==> src/rtl/mmv_pkg.sv <==
// ----------------------------------------------------------------------------
// mmv_pkg
// Shared types and constants for the multichannel mean and variance core.
// ----------------------------------------------------------------------------
`default_nettype none

package mmv_pkg;

    localparam int SAMPLE_W  = 16;
    localparam int DATA_W    = 12;
    localparam int CHAN_W    = 2;
    localparam int OUT_CNT_W = 16;
    localparam int Q_W       = DATA_W + 1;
    localparam int DIV_STEPS = Q_W;

    localparam logic [DATA_W-1:0] VALUE_MAX = 12'hFFF;

    typedef enum logic [1:0] {
        OP_SAMPLE = 2'd0,
        OP_FINAL  = 2'd1,
        OP_CLEAR  = 2'd2,
        OP_NONE   = 2'd3
    } op_t;

    typedef enum logic [3:0] {
        ST_IDLE,
        ST_LOAD,
        ST_NSQ,
        ST_SSQ,
        ST_NN,
        ST_VADJ,
        ST_VDIV,
        ST_MADJ,
        ST_MDIV,
        ST_OUT
    } state_t;

    // quotient bit above the 12-bit range means the value saturates
    function automatic logic [DATA_W-1:0] sat_q(input logic [Q_W-1:0] q);
        return q[Q_W-1] ? VALUE_MAX : q[DATA_W-1:0];
    endfunction

endpackage

`default_nettype wire

==> src/rtl/multichannel_mean_variance_core.sv <==
// ----------------------------------------------------------------------------
// multichannel_mean_variance_core
// Per-channel running count, sum and sum of squares with a report of the
// rounded mean and population variance of every channel.
// ----------------------------------------------------------------------------
// Input beats carry op and sample on a valid/ready channel. A sample beat
// (op 0) sends its low 12 bits to the channel under the round-robin
// pointer, which then advances. A clear beat (op 2) zeroes all
// accumulators, overflow flags and the pointer. Op 3 is ignored.
// A finalize beat (op 1) walks the channels in order and sends one result
// beat per channel, last set on the final one; in_ready stays low until the
// final row is taken. Each row runs on one shared add/subtract unit:
// n*sumsq, sum^2 and n^2 by shift-add, two 13-step restoring divisions
// and the load and rounding setup states; an empty channel goes from load
// straight to the output. A stalled row simply holds on the outputs.
// Reset clears all accumulators and the pointer; no clearing pass follows.
// ----------------------------------------------------------------------------
`default_nettype none

module multichannel_mean_variance_core #(
    parameter int CHANNELS   = 4,
    parameter int COUNT_BITS = 16
) (
    input  wire logic                            clk,
    input  wire logic                            rst_n,
    input  wire logic                            in_valid,
    output logic                                 in_ready,
    input  wire logic [1:0]                      op,
    input  wire logic [mmv_pkg::SAMPLE_W-1:0]    sample,
    output logic                                 out_valid,
    input  wire logic                            out_ready,
    output logic [mmv_pkg::CHAN_W-1:0]           channel,
    output logic [mmv_pkg::OUT_CNT_W-1:0]        sample_count,
    output logic [mmv_pkg::DATA_W-1:0]           mean,
    output logic [mmv_pkg::DATA_W-1:0]           variance,
    output logic                                 overflowed,
    output logic                                 last
);

    localparam int PW     = (CHANNELS > 1) ? $clog2(CHANNELS) : 1;
    localparam int SUM_W  = COUNT_BITS + mmv_pkg::DATA_W;
    localparam int SSQ_W  = COUNT_BITS + 2 * mmv_pkg::DATA_W;
    localparam int DW     = 2 * COUNT_BITS + 2 * mmv_pkg::DATA_W + 1;
    localparam int STEP_W = $clog2(SUM_W);
    localparam int SQ_W   = 2 * mmv_pkg::DATA_W;

    localparam logic [COUNT_BITS-1:0] CNT_MAX  = {COUNT_BITS{1'b1}};
    localparam logic [PW-1:0]         LAST_CH  = PW'(CHANNELS - 1);

    // accumulators
    logic [COUNT_BITS-1:0] cnt_reg [CHANNELS];
    logic [SUM_W-1:0]      sum_reg [CHANNELS];
    logic [SSQ_W-1:0]      ssq_reg [CHANNELS];
    logic                  ovf_reg [CHANNELS];
    logic [PW-1:0]         ptr_reg;

    // sequencer
    mmv_pkg::state_t       state_reg, state_next;
    logic [PW-1:0]         idx_reg, idx_next;
    logic [STEP_W-1:0]     step_reg, step_next;

    // shared unit and per-row operands
    logic [DW-1:0]         acc_reg, acc_next;
    logic [DW-1:0]         mcand_reg, mcand_next;
    logic [SUM_W-1:0]      mplier_reg, mplier_next;
    logic [mmv_pkg::Q_W-1:0] q_reg, q_next;
    logic [COUNT_BITS-1:0] n_reg, n_next;
    logic [SUM_W-1:0]      s_reg, s_next;
    logic                  ovf_row_reg, ovf_row_next;
    logic [DW-1:0]         num_reg, num_next;
    logic [DW-1:0]         den_reg, den_next;
    logic [mmv_pkg::DATA_W-1:0] mean_reg, mean_next;
    logic [mmv_pkg::DATA_W-1:0] var_reg, var_next;

    logic [PW-1:0]         rd_idx;
    logic [COUNT_BITS-1:0] rd_cnt;
    logic [SUM_W-1:0]      rd_sum;
    logic [SSQ_W-1:0]      rd_ssq;
    logic                  rd_ovf;

    logic                  alu_sub;
    logic [DW:0]           alu_res;
    logic [DW-1:0]         acc_step;
    logic                  no_borrow;
    logic [mmv_pkg::Q_W-1:0] q_step;

    logic                  in_beat;
    logic [mmv_pkg::DATA_W-1:0] smp;
    logic [SQ_W-1:0]       smp_sq;

    assign in_ready = (state_reg == mmv_pkg::ST_IDLE);
    assign in_beat  = in_valid && in_ready;
    assign smp      = sample[mmv_pkg::DATA_W-1:0];
    assign smp_sq   = SQ_W'(smp) * SQ_W'(smp);

    // one read port, shared by sample updates and the report walk
    assign rd_idx = (state_reg == mmv_pkg::ST_IDLE) ? ptr_reg : idx_reg;
    assign rd_cnt = cnt_reg[rd_idx];
    assign rd_sum = sum_reg[rd_idx];
    assign rd_ssq = ssq_reg[rd_idx];
    assign rd_ovf = ovf_reg[rd_idx];

    assign alu_sub = (state_reg == mmv_pkg::ST_SSQ) || (state_reg == mmv_pkg::ST_VDIV)
                  || (state_reg == mmv_pkg::ST_MDIV);
    assign alu_res = alu_sub ? ({1'b0, acc_reg} - {1'b0, mcand_reg})
                             : ({1'b0, acc_reg} + {1'b0, mcand_reg});
    assign acc_step  = mplier_reg[0] ? alu_res[DW-1:0] : acc_reg;
    assign no_borrow = ~alu_res[DW];
    assign q_step    = {q_reg[mmv_pkg::Q_W-2:0], no_borrow};

    assign out_valid    = (state_reg == mmv_pkg::ST_OUT);
    assign channel      = mmv_pkg::CHAN_W'(idx_reg);
    assign sample_count = mmv_pkg::OUT_CNT_W'(n_reg);
    assign mean         = mean_reg;
    assign variance     = var_reg;
    assign overflowed   = ovf_row_reg;
    assign last         = (idx_reg == LAST_CH);

    // accumulator update on sample and clear beats
    always_ff @(posedge clk or negedge rst_n)
    begin
        if (!rst_n)
        begin
            for (int c = 0; c < CHANNELS; c++)
            begin
                cnt_reg[c] <= '0;
                sum_reg[c] <= '0;
                ssq_reg[c] <= '0;
                ovf_reg[c] <= 1'b0;
            end
            ptr_reg <= '0;
        end
        else if (in_beat && op == mmv_pkg::OP_SAMPLE)
        begin
            if (rd_cnt == CNT_MAX)
            begin
                ovf_reg[ptr_reg] <= 1'b1;
            end
            else
            begin
                cnt_reg[ptr_reg] <= rd_cnt + COUNT_BITS'(1);
                sum_reg[ptr_reg] <= rd_sum + SUM_W'(smp);
                ssq_reg[ptr_reg] <= rd_ssq + SSQ_W'(smp_sq);
            end
            ptr_reg <= (ptr_reg == LAST_CH) ? '0 : ptr_reg + PW'(1);
        end
        else if (in_beat && op == mmv_pkg::OP_CLEAR)
        begin
            for (int c = 0; c < CHANNELS; c++)
            begin
                cnt_reg[c] <= '0;
                sum_reg[c] <= '0;
                ssq_reg[c] <= '0;
                ovf_reg[c] <= 1'b0;
            end
            ptr_reg <= '0;
        end
    end

    always_ff @(posedge clk or negedge rst_n)
    begin
        if (!rst_n)
        begin
            state_reg <= mmv_pkg::ST_IDLE;
            idx_reg   <= '0;
            step_reg  <= '0;
        end
        else
        begin
            state_reg <= state_next;
            idx_reg   <= idx_next;
            step_reg  <= step_next;
        end
    end

    always_ff @(posedge clk)
    begin
        acc_reg     <= acc_next;
        mcand_reg   <= mcand_next;
        mplier_reg  <= mplier_next;
        q_reg       <= q_next;
        n_reg       <= n_next;
        s_reg       <= s_next;
        ovf_row_reg <= ovf_row_next;
        num_reg     <= num_next;
        den_reg     <= den_next;
        mean_reg    <= mean_next;
        var_reg     <= var_next;
    end

    always_comb
    begin
        state_next   = state_reg;
        idx_next     = idx_reg;
        step_next    = step_reg;
        acc_next     = acc_reg;
        mcand_next   = mcand_reg;
        mplier_next  = mplier_reg;
        q_next       = q_reg;
        n_next       = n_reg;
        s_next       = s_reg;
        ovf_row_next = ovf_row_reg;
        num_next     = num_reg;
        den_next     = den_reg;
        mean_next    = mean_reg;
        var_next     = var_reg;

        unique case (state_reg)
            mmv_pkg::ST_IDLE:
            begin
                if (in_beat && op == mmv_pkg::OP_FINAL)
                begin
                    idx_next   = '0;
                    state_next = mmv_pkg::ST_LOAD;
                end
            end
            mmv_pkg::ST_LOAD:
            begin
                n_next       = rd_cnt;
                s_next       = rd_sum;
                ovf_row_next = rd_ovf;
                acc_next     = '0;
                mcand_next   = DW'(rd_ssq);
                mplier_next  = SUM_W'(rd_cnt);
                step_next    = '0;
                if (rd_cnt == '0)
                begin
                    mean_next  = '0;
                    var_next   = '0;
                    state_next = mmv_pkg::ST_OUT;
                end
                else
                begin
                    state_next = mmv_pkg::ST_NSQ;
                end
            end
            mmv_pkg::ST_NSQ:
            begin
                // n * sumsq, one multiplier bit per cycle
                acc_next    = acc_step;
                mcand_next  = mcand_reg << 1;
                mplier_next = mplier_reg >> 1;
                step_next   = step_reg + STEP_W'(1);
                if (step_reg == STEP_W'(COUNT_BITS - 1))
                begin
                    mcand_next  = DW'(s_reg);
                    mplier_next = s_reg;
                    step_next   = '0;
                    state_next  = mmv_pkg::ST_SSQ;
                end
            end
            mmv_pkg::ST_SSQ:
            begin
                // subtract sum * sum from the running product
                acc_next    = acc_step;
                mcand_next  = mcand_reg << 1;
                mplier_next = mplier_reg >> 1;
                step_next   = step_reg + STEP_W'(1);
                if (step_reg == STEP_W'(SUM_W - 1))
                begin
                    num_next    = acc_step;
                    acc_next    = '0;
                    mcand_next  = DW'(n_reg);
                    mplier_next = SUM_W'(n_reg);
                    step_next   = '0;
                    state_next  = mmv_pkg::ST_NN;
                end
            end
            mmv_pkg::ST_NN:
            begin
                acc_next    = acc_step;
                mcand_next  = mcand_reg << 1;
                mplier_next = mplier_reg >> 1;
                step_next   = step_reg + STEP_W'(1);
                if (step_reg == STEP_W'(COUNT_BITS - 1))
                begin
                    den_next   = acc_step;
                    acc_next   = num_reg;
                    mcand_next = acc_step >> 1;
                    step_next  = '0;
                    state_next = mmv_pkg::ST_VADJ;
                end
            end
            mmv_pkg::ST_VADJ:
            begin
                // rounding term added, divisor aligned to the top quotient bit
                acc_next   = alu_res[DW-1:0];
                mcand_next = den_reg << mmv_pkg::DATA_W;
                q_next     = '0;
                step_next  = '0;
                state_next = mmv_pkg::ST_VDIV;
            end
            mmv_pkg::ST_VDIV:
            begin
                if (no_borrow)
                begin
                    acc_next = alu_res[DW-1:0];
                end
                q_next     = q_step;
                mcand_next = mcand_reg >> 1;
                step_next  = step_reg + STEP_W'(1);
                if (step_reg == STEP_W'(mmv_pkg::DIV_STEPS - 1))
                begin
                    var_next   = mmv_pkg::sat_q(q_step);
                    acc_next   = DW'(s_reg);
                    mcand_next = DW'(n_reg >> 1);
                    step_next  = '0;
                    state_next = mmv_pkg::ST_MADJ;
                end
            end
            mmv_pkg::ST_MADJ:
            begin
                acc_next   = alu_res[DW-1:0];
                mcand_next = DW'(n_reg) << mmv_pkg::DATA_W;
                q_next     = '0;
                step_next  = '0;
                state_next = mmv_pkg::ST_MDIV;
            end
            mmv_pkg::ST_MDIV:
            begin
                if (no_borrow)
                begin
                    acc_next = alu_res[DW-1:0];
                end
                q_next     = q_step;
                mcand_next = mcand_reg >> 1;
                step_next  = step_reg + STEP_W'(1);
                if (step_reg == STEP_W'(mmv_pkg::DIV_STEPS - 1))
                begin
                    mean_next  = mmv_pkg::sat_q(q_step);
                    step_next  = '0;
                    state_next = mmv_pkg::ST_OUT;
                end
            end
            mmv_pkg::ST_OUT:
            begin
                if (out_ready)
                begin
                    if (idx_reg == LAST_CH)
                    begin
                        state_next = mmv_pkg::ST_IDLE;
                    end
                    else
                    begin
                        idx_next   = idx_reg + PW'(1);
                        state_next = mmv_pkg::ST_LOAD;
                    end
                end
            end
            default:
            begin
                state_next = mmv_pkg::ST_IDLE;
            end
        endcase
    end

endmodule

`default_nettype wire

==> config.mk <==
export PLATFORM = sky130hd
export DESIGN_NAME = multichannel_mean_variance_core
export DESIGN_NICKNAME = d
export VERILOG_FILES = /design/src/rtl/mmv_pkg.sv /design/src/rtl/multichannel_mean_variance_core.sv
export SDC_FILE = /design/constraint.sdc
export NUM_CORES = 2
export LEC_CHECK = 0
export CAP_MARGIN = 20
export CORE_ASPECT_RATIO = 0.6
export CORE_UTILIZATION = 30
export CTS_CLUSTER_DIAMETER = 80
export DETAILED_ROUTE_END_ITERATION = 8
export DONT_BUFFER_PORTS = 1
export PLACE_DENSITY = 0.47
export SLEW_MARGIN = 20
export SYNTH_ARGS = -nofsm -noshare
export SYNTH_HDL_FRONTEND = slang
export SYNTH_SLANG_ARGS = --single-unit
==> constraint.sdc <==
create_clock -name clk -period 7.3 [get_ports clk]
set_input_delay 0 -clock clk [delete_from_list [all_inputs] [get_ports clk]]
set_output_delay 0 -clock clk [all_outputs]
set_load 0.005 [all_outputs]
==> reports/summary.json <==
{
  "drt_iter0_markers": 4089,
  "avgViaCountPerCell": 5.61,
  "slew-limit-headroom": 0.218,
  "synthesized_area_per_cell_um2": 10.0,
  "final.min_clock_period_ns": 6.96,
  "number_of_flops_mapped_to_enable_cells_by_yosys": 325,
  "synth.yosys.seq_area_share": 0.444,
  "total_power_mw": 10.2,
  "critPathKind": "reg2reg",
  "area.growth.synth_to_final_pct": 12.9,
  "first_global_vias": 31750,
  "yosys.area.top_type_share": 0.233,
  "p_per_area_nw_per_um2": 215,
  "crit_required_ns": 7.86,
  "setup-tns-final_ns": 0,
  "cts-buffers-inserted": 74,
  "leakagePower_nw": 20.1,
  "layoutNonFillerInstCount": 6051,
  "synth.top_cells.by_area": "sky130_fd_sc_hd__edfxtp_1 (23%), sky130_fd_sc_hd__dfrtp_1 (21%), sky130_fd_sc_hd__nand2_1 (6.0%)",
  "final_net_count": 4446,
  "totalWireLength_mm": 153,
  "grt.total_usage": 0.215,
  "critical_path.startpoint_type": "register",
  "chipHeight_um": 291,
  "mapped_cells": 4175,
  "worst_pin_slew_ns": 1.17,
  "hpwl_mm": 109,
  "total_nets_after_synthesis": 4449,
  "yosys_most_used_dff": "sky130_fd_sc_hd__dfrtp_1",
  "yosys_warnings": 0,
  "cts_num_sinks": 678,
  "path_max_fanout": 33,
  "number_of_flip_flops_under_the_largest_register_name": 160,
  "cts_max_level": 3,
  "dr.pass1.iters": 9,
  "async_flop_share": 0.521,
  "initial_utilization": 0.305,
  "critical_path_end_type": "register",
  "maxCapViolCount": 0,
  "drive_gt1_frac": 0.0952,
  "irDropWorstVdd_mv": 0.280,
  "max_freq_mhz": 144,
  "pin_count_of_the_biggest_net_entering_global_routing": 354,
  "final_common_cell": "sky130_fd_sc_hd__nand2_1",
  "grt_antenna_before_repair": 3,
  "cts_buffer_depth": 3,
  "layout_common_cells": "sky130_fd_sc_hd__nand2_1 (669), sky130_fd_sc_hd__dfrtp_1 (353), sky130_fd_sc_hd__edfxtp_1 (325)",
  "fp.dieArea_um2": 141000,
  "finalCritPeriodShare": 0.954,
  "slew_viol_final": 0,
  "dp_cells": 5884,
  "fp-row-count": 105,
  "post-route-drc-count": 0,
  "num_io_pins": 68,
  "finalSetupViolations": 0,
  "num_vias": 33952,
  "cp.arrival_ns": 7.52,
  "biggest_area_consumer_among_synthesized_cells": "sky130_fd_sc_hd__edfxtp_1",
  "mappedNetlistArea_um2": 41900,
  "grt_first_pass_wirelength_mm": 228,
  "grt.overflow.total": 0,
  "cts.clk_slew.worst_paths_ns": 0.07,
  "clock-skew-final_ns": 0.0259,
  "die_w_um": 484,
  "filler_cell_count_in_the_final_layout": 13886,
  "clock_latency_ns": 0.69,
  "netlist-cell-type-count": 96,
  "cts_tree": "built",
  "outcome": "complete, no violations",
  "ant_nets": 0,
  "gp_congestion": 0.932,
  "floorplan.core_area_um2": 138000,
  "root_buffer": "sky130_fd_sc_hd__clkbuf_16",
  "postSynthRegisterBits": 678,
  "antenna_cells": 0,
  "final-hold-violation-count": 0,
  "place.port_buffers": 0,
  "hp-class": "in2reg",
  "wire_length_per_cell_after_detailed_routing_um": 25.3
}
-- per-layer routing --
layer / global-route usage / part of all wire / vias to the layer above
li1: - / - / 15121
met1: 0.360 / 0.52 / 17200
met2: 0.260 / 0.36 / 1514
met3: 0.0659 / 0.11 / 117
met4: 0.0288 / 0.010 / 0
met5: 0 / 0 / -
-- logic make-up (layout without fill, tap and decap cells) --
group           after synthesis  after routing  synth area share
compound gates             1121           1121             0.189
xor+xnor                    188            188            0.0395
flops                       678            678             0.444
fa+ha+maj                   252            252            0.0937
simple gates               1247           1247             0.136
buf+inv                     512            569            0.0525
mux                         177            177            0.0458
-- final cells by class --
| cell class | instances | area [um2] | area share |
|---|---|---|---|
| repair buffers | 180 | 1700 | 0.0360 |
| clock buffers | 106 | 2120 | 0.0447 |
| well taps | 1819 | 2280 | 0.0481 |
| flip-flops and latches | 678 | 18600 | 0.393 |
| inverters | 253 | 952 | 0.0201 |
| clock inverters | 30 | 382 | 0.00807 |
| multi-input cells | 2985 | 21300 | 0.450 |
-- power breakdown --
| part | switching, mW | internal [mW] |
|---|---|---|
| Clock | 1.76 | 2.23 |
| Sequential | 0 | 3.98 |
| Combinational | 1.46 | 0.731 |
| Total | 3.22 | 6.94 |
-- synth_stat cells (43+ instances only) --
| cell type | count |
|---|---|
| sky130_fd_sc_hd__o21ai_1 | 55 |
| sky130_fd_sc_hd__a21o_1 | 68 |
| sky130_fd_sc_hd__a222oi_1 | 73 |
| sky130_fd_sc_hd__fa_1 | 103 |
| sky130_fd_sc_hd__dfrtp_1 | 353 |
| sky130_fd_sc_hd__nand3_1 | 78 |
| sky130_fd_sc_hd__a21oi_1 | 161 |
| sky130_fd_sc_hd__a31oi_1 | 55 |
| sky130_fd_sc_hd__nor2_1 | 197 |
| sky130_fd_sc_hd__nand2_1 | 670 |
| sky130_fd_sc_hd__a22o_1 | 195 |
| sky130_fd_sc_hd__clkbuf_1 | 156 |
| sky130_fd_sc_hd__xnor2_1 | 98 |
| sky130_fd_sc_hd__nor3_1 | 43 |
| sky130_fd_sc_hd__and3_1 | 56 |
| sky130_fd_sc_hd__and2_1 | 61 |
| sky130_fd_sc_hd__xor2_1 | 89 |
| sky130_fd_sc_hd__inv_1 | 250 |
| sky130_fd_sc_hd__o21ai_0 | 245 |
| sky130_fd_sc_hd__edfxtp_1 | 325 |
| sky130_fd_sc_hd__ha_1 | 149 |
| sky130_fd_sc_hd__mux2i_1 | 122 |
-- repair_timing --
item | CTS | global route
buffers inserted | 0 | 3
hold buffers | 21 | 4
resized for setup | 0 | 4
endpoints found under the setup margin | 0 | 25
hold endpoints to repair | 441 | 210
-- through the flow --
| stage | util | area [um2] | worst slack, ns | hold WS [ns] |
|---|---|---|---|---|
| after floorplan | - | 41900 | 0.0494 | -0.296 |
| after global placement | 0.323 | 44400 | 0.240 | -0.288 |
| after detailed placement | 0.323 | 44400 | 0.0931 | -0.287 |
| after CTS | 0.342 | 47100 | 0.0556 | -1.04 |
| after global routing | 0.344 | 47300 | -0.00677 | 0.0735 |
| final | 0.344 | 47300 | 0.338 | 0.0555 |
-- worst paths after layout --
| path | startpoint | to | slack, ns | cells after the start |
|---|---|---|---|---|
| setup / recovery | state_reg[1] | ssq_reg[79] | 0.34 | 26 |
| hold / removal | sample[1] | sum_reg[3] | 0.06 | 5 |
| setup reg to reg | state_reg[1] | ssq_reg[79] | 0.34 | 26 |
| hold reg to reg | ssq_reg[119] | ssq_reg[119] | 0.47 | 2 |
| max in group asynchronous | rst_n | sum_reg[23] | 5.31 | 5 |
| min in group asynchronous | rst_n | ovf_reg[3] | 0.52 | 4 |
-- critical path: stages (launching register included) --
cell and delay (ns):
sky130_fd_sc_hd__dfrtp_1 0.42, sky130_fd_sc_hd__nor4_4 0.29, sky130_fd_sc_hd__buf_4 0.19, sky130_fd_sc_hd__mux2i_4 0.27, sky130_fd_sc_hd__buf_12 0.24, sky130_fd_sc_hd__buf_4 0.26
sky130_fd_sc_hd__nand2_1 0.08, sky130_fd_sc_hd__nand3_1 0.07, sky130_fd_sc_hd__nand2_1 0.11, sky130_fd_sc_hd__fa_1 0.49, sky130_fd_sc_hd__inv_1 0.05, sky130_fd_sc_hd__fa_1 0.46
sky130_fd_sc_hd__fa_1 0.49, sky130_fd_sc_hd__inv_1 0.05, sky130_fd_sc_hd__fa_1 0.52, sky130_fd_sc_hd__inv_1 0.04, sky130_fd_sc_hd__ha_1 0.33, sky130_fd_sc_hd__o21a_1 0.16
sky130_fd_sc_hd__o21a_1 0.11, sky130_fd_sc_hd__o31a_1 0.35, sky130_fd_sc_hd__a2111oi_2 0.14, sky130_fd_sc_hd__buf_4 0.18, sky130_fd_sc_hd__o31ai_1 0.34, sky130_fd_sc_hd__a31o_2 0.29
sky130_fd_sc_hd__nand4_1 0.28, sky130_fd_sc_hd__and3_1 0.32, sky130_fd_sc_hd__a211o_1 0.26
Note: power is estimated with default switching activity, not from simulation.
